==> config.mk <==
export PLATFORM = sky130hd
export DESIGN_NAME = rect_tile_cover_map_top
export DESIGN_NICKNAME = d
export VERILOG_FILES = /design/src/rtl/rtcm_pkg.sv /design/src/rtl/rtcm_div.sv /design/src/rtl/rtcm_front.sv /design/src/rtl/rtcm_queue.sv /design/src/rtl/rtcm_back.sv /design/src/rtl/rect_tile_cover_map_top.sv
export SDC_FILE = /design/constraint.sdc
export NUM_CORES = 1
export LEC_CHECK = 0
export BUFFER_PORTS_ARGS = -buffer_cell sky130_fd_sc_hd__buf_2
export CAP_MARGIN = 30
export CORE_MARGIN = 5
export CORE_UTILIZATION = 31
export CTS_CLUSTER_SIZE = 16
export DETAILED_ROUTE_END_ITERATION = 10
export PLACE_DENSITY_LB_ADDON = 0.12
export SLEW_MARGIN = 20
export SYNTH_ARGS = -nofsm -noshare
export SYNTH_HDL_FRONTEND = slang
export SYNTH_SLANG_ARGS = --single-unit
export TNS_END_PERCENT = 30
==> constraint.sdc <==
create_clock -name i_clk -period 8.5 [get_ports i_clk]
set_input_delay 2.55 -clock i_clk [delete_from_list [all_inputs] [get_ports i_clk]]
set_output_delay 2.55 -clock i_clk [all_outputs]
set_load 0.05 [all_outputs]
==> src/rtl/rtcm_pkg.sv <==
// Shared types, widths and helpers of the rectangle tile cover map.
// Used by every module under rtl/; depends on nothing else.

package rtcm_pkg;

    // Field widths of the stream and configuration ports.
    localparam int TILE_W = 13;     // tile size register width
    localparam int POS_W  = 15;     // rectangle edge
    localparam int LEN_W  = 16;     // rectangle extent
    localparam int END_W  = 17;     // far edge, x plus width
    localparam int EXT_W  = END_W + 1;
    localparam int OFF_W  = 12;     // offset inside a tile
    localparam int DST_W  = 16;     // destination position
    localparam int BLK_W  = 13;     // clipped block size
    localparam int CNT_W  = 6;      // tile count minus one, up to 63
    localparam int IN_W   = 64;     // 62 bits of fields padded to bytes
    localparam int OUT_W  = 88;     // 82 bits of fields padded to bytes
    localparam int CFG_IDX_W = 1;

    localparam logic [TILE_W-1:0] TILE_MAX   = 13'd4096;
    localparam logic [TILE_W-1:0] TILE_RESET = 13'd64;

    localparam int MAX_TILES_DEF   = 64;
    localparam int QUEUE_DEPTH_DEF = 2;

    // Configuration register indexes.
    localparam logic [CFG_IDX_W-1:0] REG_TILE_W = 1'b0;
    localparam logic [CFG_IDX_W-1:0] REG_TILE_H = 1'b1;

    typedef enum logic [2:0] {
        FS_IDLE,
        FS_DIV_A,
        FS_DIV_B,
        FS_CHECK,
        FS_PUSH
    } t_front_state;

    // One axis of a decoded rectangle.
    typedef struct packed {
        logic [POS_W-1:0] pos;      // near edge
        logic [END_W-1:0] stop;     // far edge, exclusive
        logic [POS_W-1:0] origin;   // origin of the first tile touched
        logic [CNT_W-1:0] cnt_m1;   // tiles touched minus one
    } t_axis_job;

    typedef struct packed {
        logic      too_many;
        t_axis_job x;
        t_axis_job y;
    } t_job;

    typedef struct packed {
        logic [OFF_W-1:0] off;
        logic [DST_W-1:0] dst;
        logic [BLK_W-1:0] len;
    } t_clip;

    typedef struct packed {
        logic             too_many;
        logic             last;
        logic [BLK_W-1:0] block_h;
        logic [BLK_W-1:0] block_w;
        logic [DST_W-1:0] dst_y;
        logic [DST_W-1:0] dst_x;
        logic [OFF_W-1:0] src_y;
        logic [OFF_W-1:0] src_x;
    } t_result;

    // Zero means one pixel, anything above 4096 means 4096.
    function automatic logic [TILE_W-1:0] clamp_tile(input logic [TILE_W-1:0] v);
        logic [TILE_W-1:0] c;
        if (v == '0) begin
            c = {{(TILE_W-1){1'b0}}, 1'b1};
        end else if (v > TILE_MAX) begin
            c = TILE_MAX;
        end else begin
            c = v;
        end
        return c;
    endfunction

    // Clips one tile [t, t+ts) against the span [p, e).
    function automatic t_clip axis_clip(input logic [END_W-1:0] t,
                                        input logic [POS_W-1:0] p,
                                        input logic [END_W-1:0] e,
                                        input logic [TILE_W-1:0] ts);
        logic [END_W-1:0] d;
        logic [EXT_W-1:0] tn;
        logic [EXT_W-1:0] en;
        t_clip            c;
        d     = (t < END_W'(p)) ? END_W'(p) : t;
        tn    = EXT_W'(t) + EXT_W'(ts);
        en    = (tn < EXT_W'(e)) ? tn : EXT_W'(e);
        c.off = OFF_W'(d - t);
        c.dst = d[DST_W-1:0];
        c.len = BLK_W'(en - EXT_W'(d));
        return c;
    endfunction

endpackage

==> src/rtl/rtcm_div.sv <==
// Restoring divider, one quotient bit per cycle, for the tile grid math.
// Depends on rtcm_pkg for the dividend and divisor widths.

module rtcm_div (
    input  logic                        i_clk,
    input  logic                        i_rst_n,
    input  logic                        i_start,
    input  logic [rtcm_pkg::END_W-1:0]  i_dividend,
    input  logic [rtcm_pkg::TILE_W-1:0] i_divisor,
    output logic                        o_done,
    output logic [rtcm_pkg::END_W-1:0]  o_quot,
    output logic [rtcm_pkg::TILE_W-1:0] o_rem
);

    localparam int NW    = rtcm_pkg::END_W;
    localparam int DW    = rtcm_pkg::TILE_W;
    localparam int STEPW = $clog2(NW + 1);

    logic [NW-1:0]    r_q;
    logic [DW-1:0]    r_r;
    logic [DW-1:0]    r_d;
    logic [STEPW-1:0] r_cnt;
    logic             r_busy;
    logic             r_done;

    logic [DW-1:0]    n_trial;
    logic             n_fit;

    // The remainder stays below the divisor, so its top bit is always clear.
    always_comb begin
        n_trial = {r_r[DW-2:0], r_q[NW-1]};
        n_fit   = (n_trial >= r_d);
    end

    always_ff @(posedge i_clk) begin
        if (!i_rst_n) begin
            r_busy <= 1'b0;
            r_done <= 1'b0;
            r_cnt  <= '0;
        end else begin
            r_done <= 1'b0;
            if (i_start) begin
                r_busy <= 1'b1;
                r_cnt  <= STEPW'(NW);
            end else if (r_busy) begin
                r_cnt <= r_cnt - 1'b1;
                if (r_cnt == STEPW'(1)) begin
                    r_busy <= 1'b0;
                    r_done <= 1'b1;
                end
            end
        end
    end

    always_ff @(posedge i_clk) begin
        if (i_start) begin
            r_q <= i_dividend;
            r_r <= '0;
            r_d <= i_divisor;
        end else if (r_busy) begin
            r_q <= {r_q[NW-2:0], n_fit};
            r_r <= n_fit ? (n_trial - r_d) : n_trial;
        end
    end

    assign o_done = r_done;
    assign o_quot = r_q;
    assign o_rem  = r_r;

endmodule

==> src/rtl/rtcm_front.sv <==
// Front end: accepts rectangles, finds the tile span of each axis with two
// dividers and pushes a decoded job. Depends on rtcm_pkg and rtcm_div.

module rtcm_front #(
    parameter int MAX_TILES = rtcm_pkg::MAX_TILES_DEF
) (
    input  logic                        i_clk,
    input  logic                        i_rst_n,
    input  logic [rtcm_pkg::TILE_W-1:0] i_tile_w,
    input  logic [rtcm_pkg::TILE_W-1:0] i_tile_h,
    input  logic                        i_s_tvalid,
    output logic                        o_s_tready,
    input  logic [rtcm_pkg::IN_W-1:0]   i_s_tdata,
    output logic                        o_job_valid,
    input  logic                        i_job_ready,
    output rtcm_pkg::t_job              o_job
);

    localparam int POS_W = rtcm_pkg::POS_W;
    localparam int LEN_W = rtcm_pkg::LEN_W;
    localparam int END_W = rtcm_pkg::END_W;
    localparam int CNT_W = rtcm_pkg::CNT_W;
    localparam int NUM_W = CNT_W + 1;
    localparam int PRD_W = 2 * NUM_W;

    rtcm_pkg::t_front_state r_state, n_state;

    logic [POS_W-1:0] r_rx, r_ry, r_org_x, r_org_y;
    logic [LEN_W-1:0] r_rw, r_rh;
    rtcm_pkg::t_job   r_job;

    logic [POS_W-1:0] in_rx, in_ry;
    logic [LEN_W-1:0] in_rw, in_rh;
    logic             in_live;
    logic             accept;

    logic             div_start;
    logic [END_W-1:0] div_x_num, div_y_num;
    logic             div_x_done, div_y_done;
    logic [END_W-1:0] div_x_quot, div_y_quot;
    logic [rtcm_pkg::TILE_W-1:0] div_x_rem, div_y_rem;

    logic             big;
    logic [NUM_W-1:0] num_x, num_y;
    logic [PRD_W-1:0] prod;

    assign in_rx   = i_s_tdata[POS_W-1:0];
    assign in_ry   = i_s_tdata[2*POS_W-1:POS_W];
    assign in_rw   = i_s_tdata[2*POS_W+LEN_W-1:2*POS_W];
    assign in_rh   = i_s_tdata[2*POS_W+2*LEN_W-1:2*POS_W+LEN_W];
    assign in_live = (in_rw != '0) && (in_rh != '0);
    assign accept  = i_s_tvalid && o_s_tready;

    // Next state.
    always_comb begin
        n_state = r_state;
        unique case (r_state)
            rtcm_pkg::FS_IDLE:  if (i_s_tvalid && in_live) n_state = rtcm_pkg::FS_DIV_A;
            rtcm_pkg::FS_DIV_A: if (div_x_done) n_state = rtcm_pkg::FS_DIV_B;
            rtcm_pkg::FS_DIV_B: if (div_x_done) n_state = rtcm_pkg::FS_CHECK;
            rtcm_pkg::FS_CHECK: n_state = rtcm_pkg::FS_PUSH;
            rtcm_pkg::FS_PUSH:  if (i_job_ready) n_state = rtcm_pkg::FS_IDLE;
            default:            n_state = rtcm_pkg::FS_IDLE;
        endcase
    end

    // Outputs of the sequencer. An empty rectangle is taken and dropped.
    always_comb begin
        o_s_tready  = 1'b0;
        o_job_valid = 1'b0;
        div_start   = 1'b0;
        div_x_num   = END_W'(in_rx);
        div_y_num   = END_W'(in_ry);
        unique case (r_state)
            rtcm_pkg::FS_IDLE: begin
                o_s_tready = 1'b1;
                div_start  = i_s_tvalid && in_live;
            end
            rtcm_pkg::FS_DIV_A: begin
                // Second pass: tiles beyond the first one, (rem + len - 1) / size.
                div_start = div_x_done;
                div_x_num = END_W'(div_x_rem) + END_W'(r_rw) - END_W'(1);
                div_y_num = END_W'(div_y_rem) + END_W'(r_rh) - END_W'(1);
            end
            rtcm_pkg::FS_DIV_B: begin
            end
            rtcm_pkg::FS_CHECK: begin
            end
            rtcm_pkg::FS_PUSH: begin
                o_job_valid = 1'b1;
            end
            default: begin
            end
        endcase
    end

    rtcm_div u_div_x (
        .i_clk      (i_clk),
        .i_rst_n    (i_rst_n),
        .i_start    (div_start),
        .i_dividend (div_x_num),
        .i_divisor  (i_tile_w),
        .o_done     (div_x_done),
        .o_quot     (div_x_quot),
        .o_rem      (div_x_rem)
    );

    rtcm_div u_div_y (
        .i_clk      (i_clk),
        .i_rst_n    (i_rst_n),
        .i_start    (div_start),
        .i_dividend (div_y_num),
        .i_divisor  (i_tile_h),
        .o_done     (div_y_done),
        .o_quot     (div_y_quot),
        .o_rem      (div_y_rem)
    );

    // Tile count check; the counts are small once both axes are known to fit.
    always_comb begin
        big   = (div_x_quot >= END_W'(MAX_TILES)) || (div_y_quot >= END_W'(MAX_TILES));
        num_x = NUM_W'(div_x_quot[CNT_W-1:0]) + NUM_W'(1);
        num_y = NUM_W'(div_y_quot[CNT_W-1:0]) + NUM_W'(1);
        prod  = PRD_W'(num_x) * PRD_W'(num_y);
    end

    always_ff @(posedge i_clk) begin
        if (!i_rst_n) begin
            r_state <= rtcm_pkg::FS_IDLE;
        end else begin
            r_state <= n_state;
        end
    end

    always_ff @(posedge i_clk) begin
        if (accept) begin
            r_rx <= in_rx;
            r_ry <= in_ry;
            r_rw <= in_rw;
            r_rh <= in_rh;
        end
        if (r_state == rtcm_pkg::FS_DIV_A && div_x_done) begin
            r_org_x <= r_rx - POS_W'(div_x_rem);
            r_org_y <= r_ry - POS_W'(div_y_rem);
        end
        if (r_state == rtcm_pkg::FS_CHECK) begin
            r_job.too_many <= big || (prod > PRD_W'(MAX_TILES));
            r_job.x.pos    <= r_rx;
            r_job.x.stop   <= END_W'(r_rx) + END_W'(r_rw);
            r_job.x.origin <= r_org_x;
            r_job.x.cnt_m1 <= div_x_quot[CNT_W-1:0];
            r_job.y.pos    <= r_ry;
            r_job.y.stop   <= END_W'(r_ry) + END_W'(r_rh);
            r_job.y.origin <= r_org_y;
            r_job.y.cnt_m1 <= div_y_quot[CNT_W-1:0];
        end
    end

    assign o_job = r_job;

    // Both dividers run the same number of steps and must finish together.
    a_div_lockstep: assert property (@(posedge i_clk) disable iff (!i_rst_n)
        div_x_done == div_y_done)
        else $error("x and y dividers finished in different cycles");

    // A job is offered only after both division passes have completed.
    a_push_after_check: assert property (@(posedge i_clk) disable iff (!i_rst_n)
        $rose(o_job_valid) |-> $past(r_state) == rtcm_pkg::FS_CHECK)
        else $error("job offered without a completed tile count check");

endmodule

==> src/rtl/rtcm_queue.sv <==
// Short job queue between the front end and the tile walker.
// Depends on rtcm_pkg for the job type.

module rtcm_queue #(
    parameter int DEPTH = rtcm_pkg::QUEUE_DEPTH_DEF
) (
    input  logic           i_clk,
    input  logic           i_rst_n,
    input  logic           i_push,
    output logic           o_push_ready,
    input  rtcm_pkg::t_job i_job,
    output logic           o_pop_valid,
    input  logic           i_pop,
    output rtcm_pkg::t_job o_job
);

    localparam int PTR_W = (DEPTH > 1) ? $clog2(DEPTH) : 1;
    localparam int CNT_W = $clog2(DEPTH + 1);

    rtcm_pkg::t_job   r_mem [DEPTH];
    logic [PTR_W-1:0] r_wr, r_rd;
    logic [CNT_W-1:0] r_cnt;
    logic             do_push, do_pop;

    assign o_push_ready = (r_cnt != CNT_W'(DEPTH));
    assign o_pop_valid  = (r_cnt != '0);
    assign do_push      = i_push && o_push_ready;
    assign do_pop       = i_pop && o_pop_valid;
    assign o_job        = r_mem[r_rd];

    always_ff @(posedge i_clk) begin
        if (!i_rst_n) begin
            r_wr  <= '0;
            r_rd  <= '0;
            r_cnt <= '0;
        end else begin
            if (do_push) begin
                r_wr <= (r_wr == PTR_W'(DEPTH - 1)) ? '0 : r_wr + 1'b1;
            end
            if (do_pop) begin
                r_rd <= (r_rd == PTR_W'(DEPTH - 1)) ? '0 : r_rd + 1'b1;
            end
            if (do_push && !do_pop) begin
                r_cnt <= r_cnt + 1'b1;
            end else if (do_pop && !do_push) begin
                r_cnt <= r_cnt - 1'b1;
            end
        end
    end

    always_ff @(posedge i_clk) begin
        if (do_push) begin
            r_mem[r_wr] <= i_job;
        end
    end

    a_fill_bound: assert property (@(posedge i_clk) disable iff (!i_rst_n)
        r_cnt <= CNT_W'(DEPTH))
        else $error("job queue fill count ran past its depth");

endmodule

==> src/rtl/rtcm_back.sv <==
// Back end: walks the tiles of one job, x outer and y inner, and holds each
// result in an output register. Depends on rtcm_pkg.

module rtcm_back (
    input  logic                        i_clk,
    input  logic                        i_rst_n,
    input  logic [rtcm_pkg::TILE_W-1:0] i_tile_w,
    input  logic [rtcm_pkg::TILE_W-1:0] i_tile_h,
    input  logic                        i_job_valid,
    output logic                        o_job_ready,
    input  rtcm_pkg::t_job              i_job,
    output logic                        o_m_tvalid,
    input  logic                        i_m_tready,
    output rtcm_pkg::t_result           o_result
);

    localparam int END_W = rtcm_pkg::END_W;
    localparam int CNT_W = rtcm_pkg::CNT_W;

    logic              r_busy;
    rtcm_pkg::t_job    r_job;
    logic [END_W-1:0]  r_tx, r_ty;
    logic [CNT_W-1:0]  r_ci, r_ri;
    logic              r_out_valid;
    rtcm_pkg::t_result r_out;

    rtcm_pkg::t_clip   clip_x, clip_y;
    rtcm_pkg::t_result n_out;
    logic              col_end, tile_last, step;

    assign o_job_ready = !r_busy;
    assign step        = r_busy && (!r_out_valid || i_m_tready);
    assign col_end     = (r_ri == r_job.y.cnt_m1);
    assign tile_last   = r_job.too_many || (col_end && (r_ci == r_job.x.cnt_m1));

    always_comb begin
        clip_x = rtcm_pkg::axis_clip(r_tx, r_job.x.pos, r_job.x.stop, i_tile_w);
        clip_y = rtcm_pkg::axis_clip(r_ty, r_job.y.pos, r_job.y.stop, i_tile_h);
        n_out  = '0;
        n_out.too_many = r_job.too_many;
        n_out.last     = tile_last;
        if (!r_job.too_many) begin
            n_out.src_x   = clip_x.off;
            n_out.src_y   = clip_y.off;
            n_out.dst_x   = clip_x.dst;
            n_out.dst_y   = clip_y.dst;
            n_out.block_w = clip_x.len;
            n_out.block_h = clip_y.len;
        end
    end

    always_ff @(posedge i_clk) begin
        if (!i_rst_n) begin
            r_busy      <= 1'b0;
            r_out_valid <= 1'b0;
        end else begin
            if (r_out_valid && i_m_tready) begin
                r_out_valid <= 1'b0;
            end
            if (!r_busy && i_job_valid) begin
                r_busy <= 1'b1;
            end
            if (step) begin
                r_out_valid <= 1'b1;
                if (tile_last) begin
                    r_busy <= 1'b0;
                end
            end
        end
    end

    always_ff @(posedge i_clk) begin
        if (!r_busy && i_job_valid) begin
            r_job <= i_job;
            r_tx  <= END_W'(i_job.x.origin);
            r_ty  <= END_W'(i_job.y.origin);
            r_ci  <= '0;
            r_ri  <= '0;
        end else if (step) begin
            if (col_end) begin
                r_ri <= '0;
                r_ty <= END_W'(r_job.y.origin);
                r_ci <= r_ci + 1'b1;
                r_tx <= r_tx + END_W'(i_tile_w);
            end else begin
                r_ri <= r_ri + 1'b1;
                r_ty <= r_ty + END_W'(i_tile_h);
            end
        end
        if (step) begin
            r_out <= n_out;
        end
    end

    assign o_m_tvalid = r_out_valid;
    assign o_result   = r_out;

    // An overflow beat ends its rectangle and carries no block.
    a_overflow_beat: assert property (@(posedge i_clk) disable iff (!i_rst_n)
        r_out_valid && r_out.too_many |-> r_out.last && r_out.block_w == '0
            && r_out.block_h == '0)
        else $error("overflow beat with a block or without last");

    // Every regular tile touched covers at least one pixel on each axis.
    a_tile_nonempty: assert property (@(posedge i_clk) disable iff (!i_rst_n)
        r_out_valid && !r_out.too_many |-> r_out.block_w != '0 && r_out.block_h != '0)
        else $error("tile beat with an empty block");

    // The column index never walks past the job's column count.
    a_col_bound: assert property (@(posedge i_clk) disable iff (!i_rst_n)
        r_busy && !r_job.too_many |-> r_ci <= r_job.x.cnt_m1)
        else $error("tile walker ran past the last column");

endmodule

==> src/rtl/rect_tile_cover_map_top.sv <==
// Top level of the rectangle tile cover map: configuration registers, front
// end, job queue and tile walker. Depends on rtcm_pkg, rtcm_front,
// rtcm_queue and rtcm_back.
//
//  Channel   Direction  Handshake                       Beat carries
//  --------  ---------  ------------------------------  -------------------------------
//  s_axis    in         i_s_axis_tvalid/o_s_axis_tready one rectangle x, y, w, h
//  m_axis    out        o_m_axis_tvalid/i_m_axis_tready one tile block, tlast, tuser
//  cfg       in         i_cfg_valid/o_cfg_ready         tile width or tile height
//
// The front end takes a rectangle, then runs two passes in a pair of bit-serial
// dividers (one per axis), a check and a hand-off before it takes the next one.
// The tile walker loads each job and then gives one beat per tile, one per cycle
// while m_axis is not stalled; the queue lets the front end work on the next
// rectangle while the walker is still busy with earlier ones.
// A rectangle with a zero width or height is taken and gives no beat.
// Reset is synchronous and active low; it returns both tile sizes to 64 and
// empties the queue. A stall on m_axis holds the current tile and backs up
// into the queue, then the front end, then s_axis.

module rect_tile_cover_map_top #(
    parameter int MAX_TILES   = rtcm_pkg::MAX_TILES_DEF,
    parameter int QUEUE_DEPTH = rtcm_pkg::QUEUE_DEPTH_DEF
) (
    input  logic                           i_clk,
    input  logic                           i_rst_n,
    // Rectangle input.
    input  logic                           i_s_axis_tvalid,
    output logic                           o_s_axis_tready,
    // rect_x[14:0], rect_y[29:15], rect_w[45:30], rect_h[61:46], zero[63:62]
    input  logic [rtcm_pkg::IN_W-1:0]      i_s_axis_tdata,
    // Tile output.
    output logic                           o_m_axis_tvalid,
    input  logic                           i_m_axis_tready,
    // src_x[11:0], src_y[23:12], dst_x[39:24], dst_y[55:40],
    // block_w[68:56], block_h[81:69], zero[87:82]
    output logic [rtcm_pkg::OUT_W-1:0]     o_m_axis_tdata,
    output logic                           o_m_axis_tlast,
    // too_many[0]
    output logic [0:0]                     o_m_axis_tuser,
    // Configuration writes.
    input  logic                           i_cfg_valid,
    output logic                           o_cfg_ready,
    input  logic [rtcm_pkg::CFG_IDX_W-1:0] i_cfg_index,
    input  logic [rtcm_pkg::TILE_W-1:0]    i_cfg_data
);

    logic [rtcm_pkg::TILE_W-1:0] r_tile_w, r_tile_h;
    logic [rtcm_pkg::TILE_W-1:0] tile_w, tile_h;

    logic              fe_valid, fe_ready;
    rtcm_pkg::t_job    fe_job;
    logic              q_valid, q_pop;
    rtcm_pkg::t_job    q_job;
    rtcm_pkg::t_result result;

    // The registers hold what was written; the clamp to 1..4096 is applied
    // on the way into the datapath.
    assign o_cfg_ready = 1'b1;

    always_ff @(posedge i_clk) begin
        if (!i_rst_n) begin
            r_tile_w <= rtcm_pkg::TILE_RESET;
            r_tile_h <= rtcm_pkg::TILE_RESET;
        end else if (i_cfg_valid && o_cfg_ready) begin
            unique case (i_cfg_index)
                rtcm_pkg::REG_TILE_W: r_tile_w <= i_cfg_data;
                rtcm_pkg::REG_TILE_H: r_tile_h <= i_cfg_data;
                default: begin
                end
            endcase
        end
    end

    assign tile_w = rtcm_pkg::clamp_tile(r_tile_w);
    assign tile_h = rtcm_pkg::clamp_tile(r_tile_h);

    rtcm_front #(
        .MAX_TILES (MAX_TILES)
    ) u_front (
        .i_clk       (i_clk),
        .i_rst_n     (i_rst_n),
        .i_tile_w    (tile_w),
        .i_tile_h    (tile_h),
        .i_s_tvalid  (i_s_axis_tvalid),
        .o_s_tready  (o_s_axis_tready),
        .i_s_tdata   (i_s_axis_tdata),
        .o_job_valid (fe_valid),
        .i_job_ready (fe_ready),
        .o_job       (fe_job)
    );

    rtcm_queue #(
        .DEPTH (QUEUE_DEPTH)
    ) u_queue (
        .i_clk        (i_clk),
        .i_rst_n      (i_rst_n),
        .i_push       (fe_valid),
        .o_push_ready (fe_ready),
        .i_job        (fe_job),
        .o_pop_valid  (q_valid),
        .i_pop        (q_pop),
        .o_job        (q_job)
    );

    rtcm_back u_back (
        .i_clk       (i_clk),
        .i_rst_n     (i_rst_n),
        .i_tile_w    (tile_w),
        .i_tile_h    (tile_h),
        .i_job_valid (q_valid),
        .o_job_ready (q_pop),
        .i_job       (q_job),
        .o_m_tvalid  (o_m_axis_tvalid),
        .i_m_tready  (i_m_axis_tready),
        .o_result    (result)
    );

    assign o_m_axis_tdata = {6'd0, result.block_h, result.block_w, result.dst_y,
                             result.dst_x, result.src_y, result.src_x};
    assign o_m_axis_tlast = result.last;
    assign o_m_axis_tuser = result.too_many;

endmodule
==> impl_metrics.yaml, run 1 <==
synth:
  synthesis.area_per_instance_sq_um: 11.7
  post_synth_num_cell_types: 81
  synthesis.instances: 3428
  synthesis.area_sq_mm: 0.0403
  yosys_warning_total: 0
  seq_area_frac_synth_pct: 55.2
  synth-edff-count: 679
  synthFlopType: "sky130_fd_sc_hd__edfxtp_1"
  ys_seq_elements: 770
  asyncSetResetFlopFracSynth_pct: 0
cells_and_area:
  final_net_count: 4065
  layout-drive-gt1-share_pct: 12.7
  finalCoreUtilization_pct: 35.6
  sequential_cell_area_sq_mm: 0.0222
  multi_input_comb_area_sq_mm: 0.0165
  area.growth.synth_to_final_pct: 14.4
  post-route-cell-area_sq_mm: 0.0461
  post_layout_nonfiller_instances: 5448
  fillers: 12800
worst_setup_path:
  slowest_stage_cell_crit_path: "sky130_fd_sc_hd__nor3_4"
  reg2reg_from: "r_tile_w[11]"
  reg2reg_slack_ps: 1030
  worstPathRequired_ps: 9020
  timing.reg2reg.worst_path_depth: 29
  endpoint_type_of_the_worst_setup_path: "flip-flop"
  setup.worst_path.class: "reg -> reg"
  slowest_delay_ps: 650
  critPathLaunchType: "flip-flop"
  worst_ep_arrival_time_ps: 7990
  reg2reg_to: "u_back.o_result[68]"
  crit_path_max_fanout: 23
clock_tree:
  clock_sink_count: 770
  cts.reportedPaths.clkPinSlew_ps: 60
  post-cts-setup-buffer-count: 0
  post_cts_resized: 0
  clk_latency_ps: 660
  root_buffer: "sky130_fd_sc_hd__clkbuf_16"
  clock_tree.htree_level_count: 3
  cts_tree: "done"
  ctsHoldBuffers: 0
  number_of_buffers_on_the_longest_clock_path: 3
  numCtsBuffers: 87
pwr:
  irDropWorstVdd_mv: 0.248
  power.static_leakage_nw: 18.1
  power_density_mw_per_mm2: 365
placement:
  dp_hpwl_um: 77400
  portBuffers: 166
  gp_congestion: 0.803
  dp.cells: 5283
  dpl_cell_area_sq_mm: 0.0432
route:
  drt_first_iter_violations: 1243
  drt_wl_total_um: 103000
  number_of_routed_nets_with_antenna_violations: 0
  detail_route.vias_per_cell: 4.66
  route.detailed.wl_per_inst_um: 18.8
  dr_total_vias: 25400
  drt_first_pass_iters: 7
  drcViolationCount: 0
timing:
  final.setup.tns_ps: 0
  fmax_achieved_mhz: 134
  min_period_ps: 7470
  worstMarginPinSlew_ps: 1120
  clock_skew_ps: 16.7
  rsz0062_at_grt: "false"
  maxSlewViolCount: 0
  final_hold_viol_count: 0
  setup_viol: 0
  fin_crit_sh_pct: 87.9
  max-slew-margin-rel_pct: 24.1
global_routing:
  antenna_found_initial: 17
  grtUsageTotal_pct: 14.8
  overflow: 0
  grt_max_degree: 74
  gr-max-usage-layer: "met2"
  grt_use_met3_pct: 2.71
  met2_usage_pct: 22.0
  met1_usage_pct: 21.9
  global_route_wire_length_before_repair_um: 154000
  number_of_global_route_vias_before_repair: 25300
worst_hold_path:
  min_to: "u_front.o_job[18]"
  hold_path_class: "reg -> reg"
  hold_path_startpoint: "u_front.r_org_y[12]"
  min_delay_path_depth: 0
die:
  design.die.area_sq_mm: 0.137
  die_y_um: 370
  row_count: 132
  ioPinCount: 176
  die_w_um: 370
  floorplan.initialDensity_pct: 31.1
  core_area_sq_mm: 0.129
run_status:
  outcome: "finished, final reports clean"
job:
  number_of_max_capacitance_violations_reported: 0
-- critical path: cells and delay by family (launching register included) --
kind                       cells  cell delay (ps)
AOI/OAI and AO/OA             13             2950
xor gates and xnor gates       1              210
adders and majority gates      5             1590
buffers and inverters          1               60
DFF                            1              380
muxes                          1              360
and+or+nand+nor                8             1780
-- cell usage in the layout, fill, tap and decap left out, types with 19 or more instances in the layout --
cell	n
sky130_fd_sc_hd__a211oi_1	39
sky130_fd_sc_hd__a21boi_0	44
sky130_fd_sc_hd__a21o_1	37
sky130_fd_sc_hd__a21oi_1	185
sky130_fd_sc_hd__a31oi_1	20
sky130_fd_sc_hd__and2_1	22
sky130_fd_sc_hd__and3_1	31
sky130_fd_sc_hd__buf_2	166
sky130_fd_sc_hd__buf_4	26
sky130_fd_sc_hd__clkbuf_1	19
sky130_fd_sc_hd__clkbuf_16	91
sky130_fd_sc_hd__dfxtp_1	90
sky130_fd_sc_hd__edfxtp_1	679
sky130_fd_sc_hd__fa_1	38
sky130_fd_sc_hd__ha_1	313
sky130_fd_sc_hd__inv_1	330
sky130_fd_sc_hd__mux2_2	104
sky130_fd_sc_hd__mux2i_1	56
sky130_fd_sc_hd__nand2_1	235
sky130_fd_sc_hd__nand2b_1	25
sky130_fd_sc_hd__nand3_1	49
sky130_fd_sc_hd__nand4_1	22
sky130_fd_sc_hd__nor2_1	280
sky130_fd_sc_hd__nor2b_1	66
sky130_fd_sc_hd__nor3_1	76
sky130_fd_sc_hd__nor4_1	23
sky130_fd_sc_hd__o21a_1	37
sky130_fd_sc_hd__o21ai_0	149
sky130_fd_sc_hd__or3_1	33
sky130_fd_sc_hd__xnor2_1	120
sky130_fd_sc_hd__xor2_1	62
-- state kept, by name, summed over array words and instances (netlist names), 15 cells and up, named ones only --
name and count:
u_back.o_result 84, u_back.r_job 91, u_back.r_tx 17, u_back.r_ty 17, u_front.o_job 107, u_front.r_org_x 15, u_front.r_org_y 15, u_front.r_rh 16
u_front.r_rw 16, u_front.r_rx 15, u_front.r_ry 15, u_front.u_div_x.o_quot 17, u_front.u_div_y.o_quot 17, u_queue.r_mem 214
-- cell usage after synthesis, types with 24 or more instances --
library cell	number	area [sq um]
sky130_fd_sc_hd__nor2b_1	66	413
sky130_fd_sc_hd__o21ai_0	151	756
sky130_fd_sc_hd__nand2_1	235	882
sky130_fd_sc_hd__or3_1	33	206
sky130_fd_sc_hd__edfxtp_1	679	20400
sky130_fd_sc_hd__nand3_1	49	245
sky130_fd_sc_hd__o21a_1	37	278
sky130_fd_sc_hd__nand2b_1	25	156
sky130_fd_sc_hd__nor2_1	281	1050
sky130_fd_sc_hd__and3_1	31	194
sky130_fd_sc_hd__a21oi_1	185	926
sky130_fd_sc_hd__ha_1	313	3920
sky130_fd_sc_hd__dfxtp_1	91	1820
sky130_fd_sc_hd__inv_1	331	1240
sky130_fd_sc_hd__a21boi_0	44	330
sky130_fd_sc_hd__a211oi_1	39	293
sky130_fd_sc_hd__xor2_1	62	543
sky130_fd_sc_hd__nor3_1	76	380
sky130_fd_sc_hd__fa_1	38	761
sky130_fd_sc_hd__mux2i_1	56	561
sky130_fd_sc_hd__and2_1	24	150
sky130_fd_sc_hd__mux2_2	104	1170
sky130_fd_sc_hd__clkbuf_1	59	221
sky130_fd_sc_hd__a21o_1	37	278
sky130_fd_sc_hd__xnor2_1	120	1050
-- cells by family after synthesis --
| family | share of synthesized area (%) |
|---|---|
| other | 0.0186 |
| AO/OA/AOI/OAI | 10.3 |
| AND/OR/NAND/NOR | 10.6 |
| buffers and inverters | 4.02 |
| flip-flops | 55.2 |
| adder cells (fa/ha/maj) | 11.6 |
| XOR/XNOR | 4.02 |
| multiplexers | 4.34 |
-- layout make-up --
type	count	area share, %
Multi-Input combinational cell	2245	35.8
Tap cell	1742	4.73
Clock inverter	41	0.845
Inverter	333	2.72
Clock buffer	117	5.31
Antenna cell	6	0.0326
Timing Repair Buffer	194	2.28
Sequential cell	770	48.2
-- layer usage --
metal  wire length, um  share of wire (%)
met1             53100                 52
met5               129               0.13
met2             42900                 42
met4              2090                2.0
met3              4330                4.2
-- power breakdown --
group	total, mW	switching [mW]	internal [mW]
sequential	5.39	0.394	5.00
clock	3.73	1.53	2.20
combinational	7.71	4.71	3.00
-- worst max path at each step --
| stage | startpoint | to | slack, ps | cells after the start |
|---|---|---|---|---|
| after detailed placement | r_tile_w[11] | u_back.o_result[68] | 990 | 29 |
| after CTS | r_tile_w[7] | u_back.o_result[68] | 950 | 29 |
| after global routing | r_tile_w[11] | u_back.o_result[68] | 470 | 29 |
| final | r_tile_w[11] | u_back.o_result[68] | 1030 | 29 |
| after global placement | r_tile_w[11] | u_back.o_result[68] | 1090 | 29 |
| after floorplan | i_m_axis_tready | u_back.r_tx[0] | 2320 | 5 |
-- metrics by stage --
step / total power [mW] / setup WS (ps) / hold WS [ps]
after global routing: 18.2 / 465 / 424
after CTS: 17.1 / 955 / 418
after global placement: 13.2 / 1090 / 401
after detailed placement: 13.3 / 993 / 405
after floorplan: 11.3 / 2320 / 400
final: 16.8 / 1030 / 418
(Power assumes the default switching activity.)
==> inputs of run 2 (changes only) <==
==> constraint.sdc (replaced) <==
create_clock -name i_clk -period 6.8 [get_ports i_clk]
set_input_delay 2.04 -clock i_clk [delete_from_list [all_inputs] [get_ports i_clk]]
set_output_delay 2.04 -clock i_clk [all_outputs]
set_load 0.05 [all_outputs]
==> impl_metrics.yaml, run 2 (synthesis results as in run 1) <==
run_status:
  outcome: "finished, final reports clean"
die:
  die_w_um: 370
  design.die.area_sq_mm: 0.137
  floorplan.initialDensity_pct: 31.1
  row_count: 132
  ioPinCount: 176
  core_area_sq_mm: 0.129
  die_y_um: 370
timing:
  clock_skew_ps: 19.0
  timing.hold.ws_ps: 415
  maxSlewViolCount: 0
  final_hold_viol_count: 0
  postLayoutSetupSlackWorst_ps: 421
  worstMarginPinSlew_ps: 929
  setup_viol: 0
  max-slew-margin-rel_pct: 37.5
  min_period_ps: 6380
  fin_crit_sh_pct: 93.8
  fmax_achieved_mhz: 157
  final.setup.tns_ps: 0
cells_and_area:
  finalCoreUtilization_pct: 36.4
  mostFrequentLayoutCells: "sky130_fd_sc_hd__edfxtp_1, sky130_fd_sc_hd__inv_1, sky130_fd_sc_hd__ha_1"
  max_flop_register: "u_queue.r_mem"
  layout_commonest_cell: "sky130_fd_sc_hd__edfxtp_1"
  final_net_count: 4161
  post_layout_nonfiller_instances: 5548
  layout-drive-gt1-share_pct: 15.8
  number_of_flip_flops_under_the_largest_register_name: 214
  area.growth.synth_to_final_pct: 17.0
placement:
  pre_cts_slack_ps: -164
  portBuffers: 166
  dp.cells: 5368
  dp_hpwl_um: 78700
  gp_congestion: 0.840
worst_setup_path:
  slowest_delay_ps: 330
  reg2reg_slack_ps: 420
  critPathLaunchType: "flip-flop"
  setup.worst_path.class: "reg -> reg"
  reg2reg_to: "u_back.o_result[81]"
  worst_ep_arrival_time_ps: 6770
  crit_path_max_fanout: 11
  worstPathRequired_ps: 7200
  slowest_stage_cell_crit_path: "sky130_fd_sc_hd__ha_1"
  reg2reg_from: "r_tile_h[4]"
  endpoint_type_of_the_worst_setup_path: "flip-flop"
  timing.reg2reg.worst_path_depth: 30
global_routing:
  antenna_found_initial: 25
  number_of_global_route_vias_before_repair: 25500
  overflow: 0
  grt_max_degree: 72
  global_route_wire_length_before_repair_um: 156000
  grtUsageTotal_pct: 15.0
clock_tree:
  root_buffer: "sky130_fd_sc_hd__clkbuf_16"
  cts_tree: "done"
  clock_tree.htree_level_count: 3
  numCtsBuffers: 88
  cts.reportedPaths.clkPinSlew_ps: 60
  number_of_buffers_on_the_longest_clock_path: 3
  ctsHoldBuffers: 0
  clock_sink_count: 770
  clk_latency_ps: 670
route:
  drt_first_iter_violations: 1339
  dr_total_vias: 25700
  number_of_routed_nets_with_antenna_violations: 0
  detail_route.vias_per_cell: 4.64
  drt_wl_total_um: 104000
  drcViolationCount: 0
  drt_first_pass_iters: 5
  route.detailed.wl_per_inst_um: 18.8
pwr:
  power_density_mw_per_mm2: 465
  power.static_leakage_nw: 18.7
  irDropWorstVdd_mv: 0.224
worst_hold_path:
  min_to: "u_front.o_job[65]"
  min_delay_path_depth: 0
  hold_path_startpoint: "u_front.r_org_x[6]"
  hold_path_class: "reg -> reg"
job:
  number_of_max_capacitance_violations_reported: 0
run 2: worst max-delay path by stage:
| stage | start | slack, ps | cells past startpoint | endpoint |
|---|---|---|---|---|
| after floorplan | r_tile_w[12] | 690 | 27 | u_back.o_result[68] |
| after global placement | r_tile_w[4] | -140 | 30 | u_back.o_result[68] |
| after detailed placement | r_tile_w[4] | -160 | 30 | u_back.o_result[68] |
| after CTS | r_tile_h[1] | 20 | 30 | u_back.o_result[80] |
| after global routing | r_tile_h[3] | -20 | 30 | u_back.o_result[81] |
| final | r_tile_h[4] | 420 | 30 | u_back.o_result[81] |
run 2: layout make-up:
class	count	area [sq um]
Inverter	333	1250
Clock inverter	41	487
Multi-Input combinational cell	2245	16700
Timing Repair Buffer	289	1770
Fill cell	12700	82200
Sequential cell	770	22200
Clock buffer	119	2540
Antenna cell	9	22.5
Tap cell	1742	2180
run 2: power by group:
| group | internal [mW] | switching, mW |
|---|---|---|
| registers | 6.25 | 0.497 |
| logic | 4.16 | 6.07 |
| clock network | 3.02 | 1.92 |
run 2: per-layer routing:
| metal | global-route usage [%] | share of wire (%) |
|---|---|---|
| met1 | 22.3 | 51 |
| met2 | 22.0 | 41 |
| met3 | 2.59 | 4.2 |
| met4 | 4.94 | 2.8 |
| met5 | 0 | 0.13 |
run 2: stage by stage:
stage / cell area (sq um) / total power [mW]
4_1_cts: 46900 / 22.1
3_5_place_dp: 43800 / 17.0
2_1_floorplan: 40300 / 14.2
6_report: 47100 / 21.9
5_1_grt: 47100 / 23.6
3_3_place_gp: 43800 / 17.0
run 2: worst max-delay path: cells and delay by family, from the launching register on:
kind            cells  cell delay (ps)
compound gates     12             2230
xor+xnor            2              450
fa+ha+maj           4             1040
buf+inv             2              370
flops               1              320
simple gates       10             1710
run 2: timing repair:
| item | in CTS | in global routing |
|---|---|---|
| pin swaps | 1 | 18 |
| setup buffers | 3 | 6 |
| setup endpoints to repair | 3 | 11 |
| resized for setup | 2 | 41 |
